### config.mk
export PLATFORM = sky130hd
export DESIGN_NAME = bspl_ctrl
export DESIGN_NICKNAME = d
export VERILOG_FILES = /design/src/rtl/bspl_pkg.sv /design/src/rtl/bspl_ctrl.sv
export SDC_FILE = /design/constraint.sdc
export NUM_CORES = 1
export LEC_CHECK = 0
export ABC_AREA = 0
export BUFFER_PORTS_ARGS = -buffer_cell sky130_fd_sc_hd__buf_2
export CAP_MARGIN = 20
export CORE_AREA = 3 3 40 42
export DETAILED_ROUTE_END_ITERATION = 10
export DIE_AREA = 0 0 43 45
export SLEW_MARGIN = 0
export SYNTH_ARGS = -nofsm -noshare
export SYNTH_HDL_FRONTEND = slang
export SYNTH_SLANG_ARGS = --single-unit
### constraint.sdc
create_clock -name clock -period 2.9 [get_ports clock]
set_input_delay 0.29 -clock clock [delete_from_list [all_inputs] [get_ports clock]]
set_output_delay 0.29 -clock clock [all_outputs]
set_load 0.005 [all_outputs]
### src/rtl/bspl_pkg.sv
`timescale 1ns / 1ps
// ----------------------------------------------------------------------------
// bspl_pkg
// Shared types and constants for the partition tree point locator.
// ----------------------------------------------------------------------------
package bspl_pkg;

   localparam int COORD_W  = 16;
   localparam int LINK_W   = 16;
   localparam int SUB_W    = 15;
   localparam int INDEX_W  = 13;
   localparam int COUNT_W  = 14;
   localparam int CSR_W    = 32;
   localparam int PADDR_W  = 2;
   localparam int ENTRY_W  = 4 * COORD_W + 2 * LINK_W;

   // child link: top bit flags a leaf, low bits name the subsector
   localparam int LEAF_BIT = 15;
   localparam logic [LINK_W-1:0] LEAF_FLAG = 16'h8000;
   localparam logic [LINK_W-1:0] LEAF_MASK = 16'h7FFF;

   localparam logic OP_WRITE  = 1'b0;
   localparam logic OP_LOCATE = 1'b1;

   localparam int REG_NODE_COUNT = 0;

   typedef enum logic [4:0] {
      ST_IDLE   = 5'b00001,
      ST_FETCH  = 5'b00010,
      ST_MULT   = 5'b00100,
      ST_DECIDE = 5'b01000,
      ST_FINISH = 5'b10000
   } state_type;

   typedef struct packed {
      logic wr_node;   // store the accepted node
      logic start;     // latch point and count, reset walk
      logic rd_en;     // read node at current index
      logic mul_en;    // form the two side products
      logic step_en;   // pick child, update index and result
      logic load_out;  // move result into the output register
   } cmd_type;

   typedef struct packed {
      logic count_zero;
      logic leaf;
      logic bad;
   } status_type;

endpackage

### src/rtl/bspl_ctrl.sv
`timescale 1ns / 1ps
// ----------------------------------------------------------------------------
// bspl_ctrl
// Walk sequencer: fetch, multiply, decide per tree level; output handshake.
// ----------------------------------------------------------------------------
module bspl_ctrl (
   input  logic                  clock,
   input  logic                  reset,
   input  logic                  req_valid,
   input  logic                  req_opcode,
   output logic                  req_ready,
   output logic                  rsp_valid,
   input  logic                  rsp_ready,
   input  bspl_pkg::status_type  status,
   output bspl_pkg::cmd_type     cmd
);

   bspl_pkg::state_type state_ff, state_in;
   logic rsp_valid_ff, rsp_valid_in;
   logic req_accept;
   logic out_free;

   assign req_ready  = (state_ff == bspl_pkg::ST_IDLE);
   assign req_accept = req_valid && req_ready;
   assign out_free   = !rsp_valid_ff || rsp_ready;
   assign rsp_valid  = rsp_valid_ff;

   always_comb begin
      state_in     = state_ff;
      cmd          = '0;
      rsp_valid_in = rsp_valid_ff && !rsp_ready;
      case (state_ff)
         bspl_pkg::ST_IDLE: begin
            if (req_accept) begin
               if (req_opcode == bspl_pkg::OP_WRITE) begin
                  cmd.wr_node = 1'b1;
               end else begin
                  cmd.start = 1'b1;
                  state_in  = status.count_zero ? bspl_pkg::ST_FINISH : bspl_pkg::ST_FETCH;
               end
            end
         end
         bspl_pkg::ST_FETCH: begin
            cmd.rd_en = 1'b1;
            state_in  = bspl_pkg::ST_MULT;
         end
         bspl_pkg::ST_MULT: begin
            cmd.mul_en = 1'b1;
            state_in   = bspl_pkg::ST_DECIDE;
         end
         bspl_pkg::ST_DECIDE: begin
            cmd.step_en = 1'b1;
            state_in    = (status.leaf || status.bad) ? bspl_pkg::ST_FINISH
                                                      : bspl_pkg::ST_FETCH;
         end
         bspl_pkg::ST_FINISH: begin
            if (out_free) begin
               cmd.load_out = 1'b1;
               rsp_valid_in = 1'b1;
               state_in     = bspl_pkg::ST_IDLE;
            end
         end
         default: begin
            state_in = bspl_pkg::ST_IDLE;
         end
      endcase
   end

   always_ff @(posedge clock) begin
      if (reset) begin
         state_ff     <= bspl_pkg::ST_IDLE;
         rsp_valid_ff <= 1'b0;
      end else begin
         state_ff     <= state_in;
         rsp_valid_ff <= rsp_valid_in;
      end
   end

   // a held result must never be overwritten
   a_no_overwrite: assert property (@(posedge clock) disable iff (reset)
      cmd.load_out |-> (!rsp_valid_ff || rsp_ready))
      else $error("result loaded over an untaken result");

   a_start_walk: assert property (@(posedge clock) disable iff (reset)
      (cmd.start && !status.count_zero) |=> (state_ff == bspl_pkg::ST_FETCH))
      else $error("locate did not start a walk");

   a_continue_walk: assert property (@(posedge clock) disable iff (reset)
      (state_ff == bspl_pkg::ST_DECIDE && !status.leaf && !status.bad)
      |=> (state_ff == bspl_pkg::ST_FETCH))
      else $error("inner node did not lead to a fetch");

   a_result_source: assert property (@(posedge clock) disable iff (reset)
      $rose(rsp_valid_ff) |-> $past(state_ff == bspl_pkg::ST_FINISH))
      else $error("result raised outside finish");

endmodule

-- Word level (Yosys, flattened, before mapping)
Index checks and enable logic that the tools add are counted.
W data, S select, Z words.
- flip-flop bits (word level): 6
- bits of input ports: 8
- multiplexer cells: 17
- reduce and logical (&&, ||, !) cells: 7
- equality and inequality tests: 8
- operator list (operator ; number):
    $mux W5 ; 5
    $pmux W5 S5 ; 1
    $mux W1 ; 9
    $eq A5 B1 Y1 const B ; 1
    $eq A5 B2 Y1 const B ; 1
    $eq A5 B3 Y1 const B ; 1
    $eq A5 B4 Y1 const B ; 1
    $eq A5 B5 Y1 const B ; 1
    $mux W2 ; 2
    $ne A2 B2 Y1 const B ; 2
    $reduce_and A3 Y1 ; 1
    $logic_and A1 B1 Y1 ; 2
    $logic_not A1 Y1 ; 2
    $logic_or A1 B1 Y1 ; 2
    $ne A2 B1 Y1 const B ; 1

-- Longest topological paths before layout
Gate-level depths: netlist (run 1).
- word-level depth: 4
- gate-level depth with buffers: 3
- mapped depth without buffers: 3

-- Least setup slack after synthesis (run 1)
No wires, ideal clock.
- path type: flip-flop to output port
- start point: reg state_ff[4]
- end point: out cmd[5] (netlist name)
- slack: 1.276 ns
- buffers on the path: 0
- arrival: 1.334 ns
- stages on the path, launching flop included: 4
- path through: dfxtp_1 or3_4 or3b_4 nor3b_2
- RTL lines (element ; RTL line ; source):
    from (decl) ; bspl_ctrl.sv:18 ; bspl_pkg::state_type state_ff, state_in;
    from (signal assigned) ; bspl_ctrl.sv:71 ; state_ff <= bspl_pkg::ST_IDLE;
    from (signal assigned) ; bspl_ctrl.sv:74 ; state_ff <= state_in;
    to (decl) ; bspl_ctrl.sv:15 ; output bspl_pkg::cmd_type cmd

==> summary.txt, run 1 <==
Placement
  • Placed instance area: 462 um2
  • GPL Wtd Cong: 0.769
  • Buffers added on ports: 15
  • Post-DP HPWL: 674 um
  • Placed cell count: 73

Timing
  • Worst relative slew slack: 76.6%
  • Count of final setup violators: 0
  • Fin. max-slew vios: 0
  • Final Critical Period: 2030 ps
  • Final Hold Vio Count: 0
  • Peak Freq: 491 MHz
  • Fin crit share: 70.2%
  • RSZ-0062 raised after global routing: false
  • Final Skew: 2.93 ps
  • Worst Tran Pin Value: 342 ps
  • Total negative setup slack: 0 ps

Cells and area
  • Layout cells sized above 1: 36.1%
  • N_diodes: 0
  • Nets: 71
  • Commonest non-fill, non-tap cells in the layout: buf_2, dfxtp_1
  • Filler cells: 148
  • Layout overhead on the synthesized area: 31.6%
  • Post-route cell area: 484 um2
  • Final Non-Filler Cells: 76
  • Most common cell after layout, fill and taps aside: buf_2

Global route
  • GR Overflow Total: 0
  • Vias in the first global route: 336
  • Total Routing Usage GR: 9.60%
  • Largest net degree at the start of global routing: 9
  • First-pass GRT wire length: 1410 um
  • Initial antenna violation count: 0

Power and ir drop
  • P_int: 147 uW
  • Switching Fraction: 23.6%
  • Combinational power share: 14.1%
  • Clk network pwr share: 40.6%
  • Reg power frac: 45.2%
  • Max IR drop VDD: 0.153 mV
  • Sw power: 45.2 uW
  • Leak: 0.225 nW
  • PD cells: 396 mW/mm2

Critical path
  • Startpoint types: register
  • CP endpoint kind: output pin
  • Slowest CP cell: or3_4
  • Max incr delay on CP: 420 ps
  • CP required: 2610 ps
  • Crit path max fanout: 8
  • Critical setup path kind: reg2out
  • Arrival time worst endpoint: 1740 ps
  • Critical-path cell list: or3_4 > or3b_4 > nor3b_2 > buf_2

Synthesis
  • Largest area contributor in the netlist: dfxtp_1
  • Yosys top cell area share: 32.7%
  • Synth unique cells: 26
  • Syn_area_per_cell: 8.55 um2
  • Syn_nets: 51
  • Synth Instances: 43
  • Ys Warns: 0
  • Sequential share of the synthesized area: 32.7%
  • Yosys reg bits: 6
  • Main area contributors after synthesis: dfxtp_1, and2b_1, nor3_1
  • Cell Area, Synth: 368 um2

Clock tree
  • CTS Hold Bufs: 0
  • Post_cts resized: 0
  • CTS tree: built
  • CTS Sinks: 6
  • Max Root-Sink Buffers: 2
  • CTS Root Cell: clkbuf_4
  • Clk_lat worst skew: 240 ps
  • # Post-CTS Setup Buffers: 0
  • TritonCTS Buffers: 3
  • CTS clk-pin slew, worst paths: 40 ps
  • Htree depth: 1

Job
  • Max Cap Viol: 0

Drt
  • Routed vias/inst: 5.04
  • Drt total wl: 854 um
  • DRC: 0
  • Routed vias: 383
  • Starting DRT DRC Count: 6
  • WL/cell: 11.2 um
  • Drt pass-1 iters: 3
  • Antenna viol nets, final: 0

Floorplan
  • Core area: 0.00128 mm2
  • Die H: 45 um
  • Row cnt: 13
  • Initial Util: 28.6%
  • Die span in x: 43 um
  • Die Area: 0.00194 mm2
  • I/O Pins: 16

Outcome
  • Outcome: finished, final reports clean

Min path
  • Hold crit path type: in2reg
stage by stage:
step	hold slack, ps	utilization (%)	setup WS, ps	power (mW)
floorplan	359	-	1280	0.103
global placement	496	35.9	1150	0.115
detailed placement	495	35.9	1120	0.116
CTS	304	37.7	850	0.196
global route	325	37.7	757	0.202
finish	315	37.7	865	0.192
power by group through the flow:
stage | clock network [mW] | logic [mW] | registers (mW)
after CTS | 0.0820 | 0.0276 | 0.0867
after global routing | 0.0847 | 0.0299 | 0.0871
after global placement | 0 | 0.0272 | 0.0882
final | 0.0779 | 0.0271 | 0.0868
after floorplan | 0 | 0.0157 | 0.0876
after detailed placement | 0 | 0.0275 | 0.0884
Yosys cell counts:
cell / instances
dfxtp_1: 6
or3_1: 1
nor4bb_1: 1
nor3b_1: 1
a2111oi_0: 1
nor3_1: 3
nor2b_1: 2
nor2_1: 3
nor4_1: 1
o41ai_1: 1
nand2b_1: 1
and2b_1: 3
and4b_1: 1
or3_4: 1
o21ai_0: 2
o22a_1: 1
a21oi_1: 2
or2_2: 1
a2bb2oi_1: 1
nor3b_2: 1
and2_1: 1
inv_1: 1
o31ai_1: 1
nand3b_1: 2
or3b_4: 1
nand2_1: 3
cell families after synthesis:
group / Yosys count / synth area share (%)
AO/OA/AOI/OAI: 9 / 17.0
buffers and inverters: 1 / 1.02
AND/OR/NAND/NOR: 27 / 49.3
flip-flops: 6 / 32.7
state kept, by name, summed over array words and instances, names as in the netlist:
signal / flops
rsp_valid: 1
state_ff: 5
worst max-delay path, delay by kind of cell (launching register included):
family | cells | cell delay (ps)
and+or+nand+nor | 3 | 1010
buffers and inverters | 1 | 130
DFF | 1 | 360
per-layer routing:
layer  global-route usage (%)  vias to the layer above  part of all wire, %
li1                         -                      201                    -
met1                     12.4                      167                   49
met2                     14.7                       15                   44
met3                     2.39                        0                  7.6
met4                     5.42                        0                    0
met5                        0                        -                    0
cell type report:
class | instances | area (um2) | area share (%)
Inverter | 1 | 3.75 | 0.775
Sequential cell | 6 | 120 | 24.8
Timing Repair Buffer | 15 | 75.1 | 15.5
Tap cell | 15 | 18.8 | 3.88
Clock buffer | 3 | 22.5 | 4.65
Multi-Input combinational cell | 36 | 244 | 50.4
worst paths after layout:
kind / startpoint / endpoint / slack [ps] / cells past startpoint
worst max-delay path: state_ff[4]$_SDFFE_PP0P_ / cmd[5] / 870 / 4
worst min register to register: rsp_valid$_SDFF_PP0_ / rsp_valid$_SDFF_PP0_ / 500 / 2
worst min-delay path: reset / state_ff[3]$_SDFFE_PP0P_ / 320 / 2
worst max register to register: state_ff[3]$_SDFFE_PP0P_ / state_ff[1]$_SDFFE_PP0P_ / 1540 / 3
(Power assumes the default switching activity.)
==> inputs of run 2 (changes only) <==
==> constraint.sdc (replaced) <==
create_clock -name clock -period 1.83 [get_ports clock]
set_input_delay 0.183 -clock clock [delete_from_list [all_inputs] [get_ports clock]]
set_output_delay 0.183 -clock clock [all_outputs]
set_load 0.005 [all_outputs]
==> summary.txt, run 2 (synthesis results as in run 1) <==
Cells and area
  • Most common cell after layout, fill and taps aside: buf_2
  • N_diodes: 0 (unchanged)
  • Post-route cell area: 505 um2 (+4.4%)
  • Layout cells sized above 1: 42.9% (+6.8 points)
  • Filler cells: 144 (-2.7%)
  • Layout overhead on the synthesized area: 37.4%
  • Number of flip-flops in the largest register: 5 (unchanged)
  • Most flop-heavy register: state_ff
  • Multi-input logic area: 244 um2 (unchanged)
  • Reg area: 126 um2 (+5.2%)
  • Nets: 73 (+2.8%)

Global route
  • Initial antenna violation count: 0 (unchanged)
  • First-pass GRT wire length: 1440 um (+2.0%)
  • GR Overflow Total: 0 (unchanged)
  • Vias in the first global route: 348 (+3.6%)
  • Largest net degree at the start of global routing: 9 (unchanged)
  • Total Routing Usage GR: 9.77% (+0.17 points)

Critical path
  • Startpoint types: register
  • Slowest CP cell: or3_4
  • Critical-path cell list: or3_4 > or3b_4 > nor3b_2 > buf_2
  • Critical setup path kind: reg2out
  • Crit path max fanout: 4 (-4)
  • Crit path buf inv count: 1 (unchanged)
  • Max incr delay on CP: 400 ps (-20 ps)
  • CP top delay family: simple AND/OR/NAND/NOR gates
  • CP required: 1650 ps (-960 ps)
  • Arrival time worst endpoint: 1630 ps (-110 ps)
  • CP endpoint kind: output pin

Job
  • Max Cap Viol: 0 (unchanged)

Floorplan
  • Die Area: 0.00194 mm2 (unchanged)
  • Core area: 0.00128 mm2 (unchanged)
  • Die span in x: 43 um (unchanged)
  • Row cnt: 13 (unchanged)
  • I/O Pins: 16 (unchanged)
  • Initial Util: 28.6% (unchanged)
  • Die H: 45 um (unchanged)

Clock tree
  • CTS Sinks: 6 (unchanged)
  • Clk_lat worst skew: 250 ps (about the same)
  • CTS clk-pin slew, worst paths: 40 ps (about the same)
  • CTS tree: built
  • TritonCTS Buffers: 3 (unchanged)
  • Max Root-Sink Buffers: 2 (unchanged)
  • Htree depth: 1 (unchanged)
  • CTS Root Cell: clkbuf_4

Placement
  • Placed instance area: 462 um2 (unchanged)
  • GPL Wtd Cong: 0.769 (about the same)
  • Post-DP HPWL: 674 um (unchanged)
  • DP Worst Slack: 155 ps (-963 ps)
  • Buffers added on ports: 15 (unchanged)

Drt
  • DRC: 0 (unchanged)
  • Drt pass-1 iters: 2 (-1)
  • WL/cell: 11.5 um (+2.1%)
  • Routed vias/inst: 4.99 (-1.0%)
  • Routed vias: 389 (+1.6%)
  • Drt total wl: 895 um (+4.8%)
  • Starting DRT DRC Count: 4 (-2)
  • Antenna viol nets, final: 0 (unchanged)

Power and ir drop
  • Max IR drop VDD: 0.243 mV (+59%)
  • Leak: 0.237 nW (+5.6%)
  • PD cells: 603 mW/mm2 (+52%)

Timing
  • Final Hold Vio Count: 0 (unchanged)
  • RSZ-0062 raised after global routing: true
  • Worst Tran Pin Value: 377 ps (+34.7 ps)
  • Fin crit share: 99.0%
  • Final Skew: 3.11 ps (+0.180 ps)
  • Total negative setup slack: 0 ps (unchanged)
  • Fin. max-slew vios: 0 (unchanged)
  • Count of final setup violators: 0 (unchanged)
  • Peak Freq: 552 MHz
  • Worst setup margin: 18.2 ps (-847 ps)
  • Final Critical Period: 1810 ps
  • Worst relative slew slack: 74.7% (-1.9 points)

Min path
  • Hold crit path type: in2reg

Outcome
  • Outcome: finished, final reports clean
## run 2: changes by cell type in the layout (fill, tap and decap cells not counted)
cell / change
buf_4: +2
dfxtp_1: -3
dfxtp_2: +2
dfxtp_4: +1
## run 2: stage by stage
step	hold WS (ps)	util, %	std cells	power [mW]
after floorplan	252	-	43	0.164
after CTS	197	39.3	78	0.311
after global placement	453	35.9	73	0.183
after global routing	211	39.3	78	0.320
after detailed placement	454	35.9	73	0.184
final	208	39.3	78	0.305
## run 2: report_power, final
part / switching, mW / internal [mW] / leakage, nW / total [mW]
clock network: 0.0498 / 0.0743 / 0.0138 / 0.124
logic: 0.0198 / 0.0250 / 0.173 / 0.0448
registers: 0.00333 / 0.133 / 0.0504 / 0.136
## run 2: final timing paths
path,from,to,slack (ps),cells after the start
worst min register to register,state_ff[4]$_SDFFE_PP0P_,state_ff[2]$_SDFFE_PP0P_,460,1
worst min-delay path,reset,state_ff[2]$_SDFFE_PP0P_,210,2
worst max register to register,state_ff[2]$_SDFFE_PP0P_,state_ff[1]$_SDFFE_PP0P_,370,4
worst max-delay path,state_ff[2]$_SDFFE_PP0P_,cmd[5],20,4
## run 2: area by class of cell
cell class,instances,area share (%)
Inverter,1,0.743
Tap cell,15,3.71
Multi-Input combinational cell,36,48.3
Sequential cell,6,25.0
Clock buffer,3,4.46
Timing Repair Buffer,17,17.8
## run 2: repair_timing
action / CTS / global route
setup buffers: 2 / 0
setup endpoints to repair: 2 / 2
hold buffers: 0 / 0
gates resized for setup: 4 / 0
pin swaps: 3 / 0
## run 2: metal layers
metal / track usage [%] / vias to the layer above / part of all wire (%)
li1: - / 205 / -
met2: 15.3 / 15 / 42
met3: 2.39 / 0 / 7.3
met4: 5.42 / 0 / 0
met1: 12.4 / 169 / 50
met5: 0 / - / 0
==> inputs of run 3 (changes only) <==
--- a/config.mk
+++ b/config.mk
@@ -11,6 +11,7 @@
 export CORE_AREA = 3 3 40 42
 export DETAILED_ROUTE_END_ITERATION = 10
 export DIE_AREA = 0 0 43 45
+export PLACE_DENSITY = 0.57
 export SLEW_MARGIN = 0
 export SYNTH_ARGS = -nofsm -noshare
 export SYNTH_HDL_FRONTEND = slang
==> summary.txt, run 3 (synthesis results as in run 1) <==
Timing
  • Peak Freq: 555 MHz (+0.53%)
  • Worst setup margin: 27.7 ps (+9.57 ps)
  • Final Critical Period: 1800 ps (-9.57 ps)
  • Hold_ws: 203 ps (-5.63 ps)
  • Count of final setup violators: 0 (unchanged)
  • RSZ-0062 raised after global routing: true
  • Worst Tran Pin Value: 432 ps (+55.0 ps)
  • Fin. max-slew vios: 0 (unchanged)
  • Fin crit share: 98.5% (-0.52 points)
  • Final Skew: 2.61 ps (-0.499 ps)
  • Worst relative slew slack: 70.5% (-4.2 points)
  • Final Hold Vio Count: 0 (unchanged)

Cells and area
  • Layout cells sized above 1: 43.8% (+0.89 points)
  • Most flop-heavy register: state_ff
  • Layout overhead on the synthesized area: 40.1%
  • Nets: 74 (+1.4%)
  • Most common cell after layout, fill and taps aside: buf_2
  • N_diodes: 0 (unchanged)
  • Filler cells: 139 (-3.5%)
  • Number of flip-flops in the largest register: 5 (unchanged)

Critical path
  • CP endpoint kind: output pin
  • Startpoint types: register
  • Crit path max fanout: 7 (+3)
  • CP top delay family: simple AND/OR/NAND/NOR gates
  • CP required: 1650 ps (about the same)
  • Crit path buf inv count: 1 (unchanged)
  • Arrival time worst endpoint: 1620 ps (about the same)
  • Slowest CP cell: or3b_4
  • Critical-path cell list: or3_4 > or3b_4 > nor3b_2 > buf_2
  • Critical setup path kind: reg2out
  • Max incr delay on CP: 390 ps (about the same)

Clock tree
  • CTS clk-pin slew, worst paths: 40 ps (about the same)
  • CTS Root Cell: clkbuf_4
  • TritonCTS Buffers: 3 (unchanged)
  • CTS Hold Bufs: 0 (unchanged)
  • CTS tree: built
  • Clk_lat worst skew: 240 ps (about the same)
  • Max Root-Sink Buffers: 2 (unchanged)
  • CTS Sinks: 6 (unchanged)
  • Htree depth: 1 (unchanged)

Floorplan
  • Row cnt: 13 (unchanged)
  • I/O Pins: 16 (unchanged)
  • Die Area: 0.00194 mm2 (unchanged)
  • Die H: 45 um (unchanged)
  • Initial Util: 28.6% (unchanged)
  • Die span in x: 43 um (unchanged)
  • Core area: 0.00128 mm2 (unchanged)

Placement
  • GPL Wtd Cong: 0.755 (-1.8%)
  • DP Worst Slack: 172 ps (+17.1 ps)
  • Buffers added on ports: 15 (unchanged)
  • Post-DP HPWL: 656 um (-2.7%)

Drt
  • Routed vias: 398 (+2.3%)
  • Routed vias/inst: 5.04 (+1.0%)
  • Antenna viol nets, final: 0 (unchanged)
  • DRC: 0 (unchanged)
  • Drt pass-1 iters: 3 (+1)
  • Drt total wl: 818 um (-8.6%)
  • Starting DRT DRC Count: 7 (+3)
  • WL/cell: 10.4 um (-9.8%)

Global route
  • GR Overflow Total: 0 (unchanged)
  • Initial antenna violation count: 0 (unchanged)
  • Total Routing Usage GR: 10.0% (+0.24 points)
  • First-pass GRT wire length: 1420 um (-0.98%)
  • Vias in the first global route: 350 (+0.57%)
  • Largest net degree at the start of global routing: 9 (unchanged)

Power and ir drop
  • P_int: 232 uW (+0.15%)
  • Reg power frac: 45.6% (+1.0 points)
  • Leak: 0.243 nW (+2.3%)
  • PD cells: 577 mW/mm2 (-4.3%)
  • Max IR drop VDD: 0.336 mV (+38%)
  • Combinational power share: 15.4% (+0.7 points)
  • Sw power: 65.1 uW (-11%)
  • Switching Fraction: 21.9% (-2.0 points)
  • Clk network pwr share: 39.0% (-1.7 points)

Job
  • Max Cap Viol: 0 (unchanged)

Outcome
  • Outcome: finished, final reports clean

Min path
  • Hold crit path type: in2reg
## run 3: final cells by class
cell class                      instances  area, um2  area share [%]
Inverter                                1       3.75           0.728
Timing Repair Buffer                   18       97.6            18.9
Multi-Input combinational cell         36        244            47.3
Clock buffer                            3       22.5            4.37
Sequential cell                         6        129            25.0
Tap cell                               15       18.8            3.64
## run 3: repair_timing
action                     in CTS  in global routing
setup endpoints to repair       2                  2
pin swaps                       3                  0
resized for setup               5                  0
cloned                          0                  0
setup buffers                   2                  0
## run 3: stage by stage
stage | total power, mW | cell area, um2 | util [%] | setup TNS (ps) | std cells
after CTS | 0.307 | 515 | 40.1 | 0 | 79
after global placement | 0.185 | 469 | 36.5 | 0 | 74
after detailed placement | 0.185 | 469 | 36.5 | 0 | 74
after global routing | 0.325 | 515 | 40.1 | -63.5 | 79
after floorplan | 0.164 | 368 | - | 0 | 43
final | 0.297 | 515 | 40.1 | 0 | 79
## run 3: power by group through the flow
stage,Sequential [mW],Clock [mW],Combinational [mW]
after CTS,0.136,0.125,0.0464
after detailed placement,0.140,0,0.0447
after global routing,0.136,0.136,0.0523
after global placement,0.140,0,0.0450
final,0.136,0.116,0.0458
after floorplan,0.139,0,0.0248
## run 3: worst paths after layout
kind,startpoint,end,slack (ps),cells after the start
worst min-delay path,reset,rsp_valid$_SDFF_PP0_,200,2
worst min register to register,state_ff[4]$_SDFFE_PP0P_,state_ff[2]$_SDFFE_PP0P_,460,1
worst max-delay path,state_ff[1]$_SDFFE_PP0P_,cmd[5],30,4
worst max register to register,state_ff[2]$_SDFFE_PP0P_,state_ff[1]$_SDFFE_PP0P_,390,4
## run 3: routing by layer
metal	vias to the layer above	routed length [um]	GRT usage (%)
met3	2	72	2.79
met5	-	0	0
li1	207	-	-
met1	175	386	12.3
met2	14	341	15.0
met4	0	17	7.23
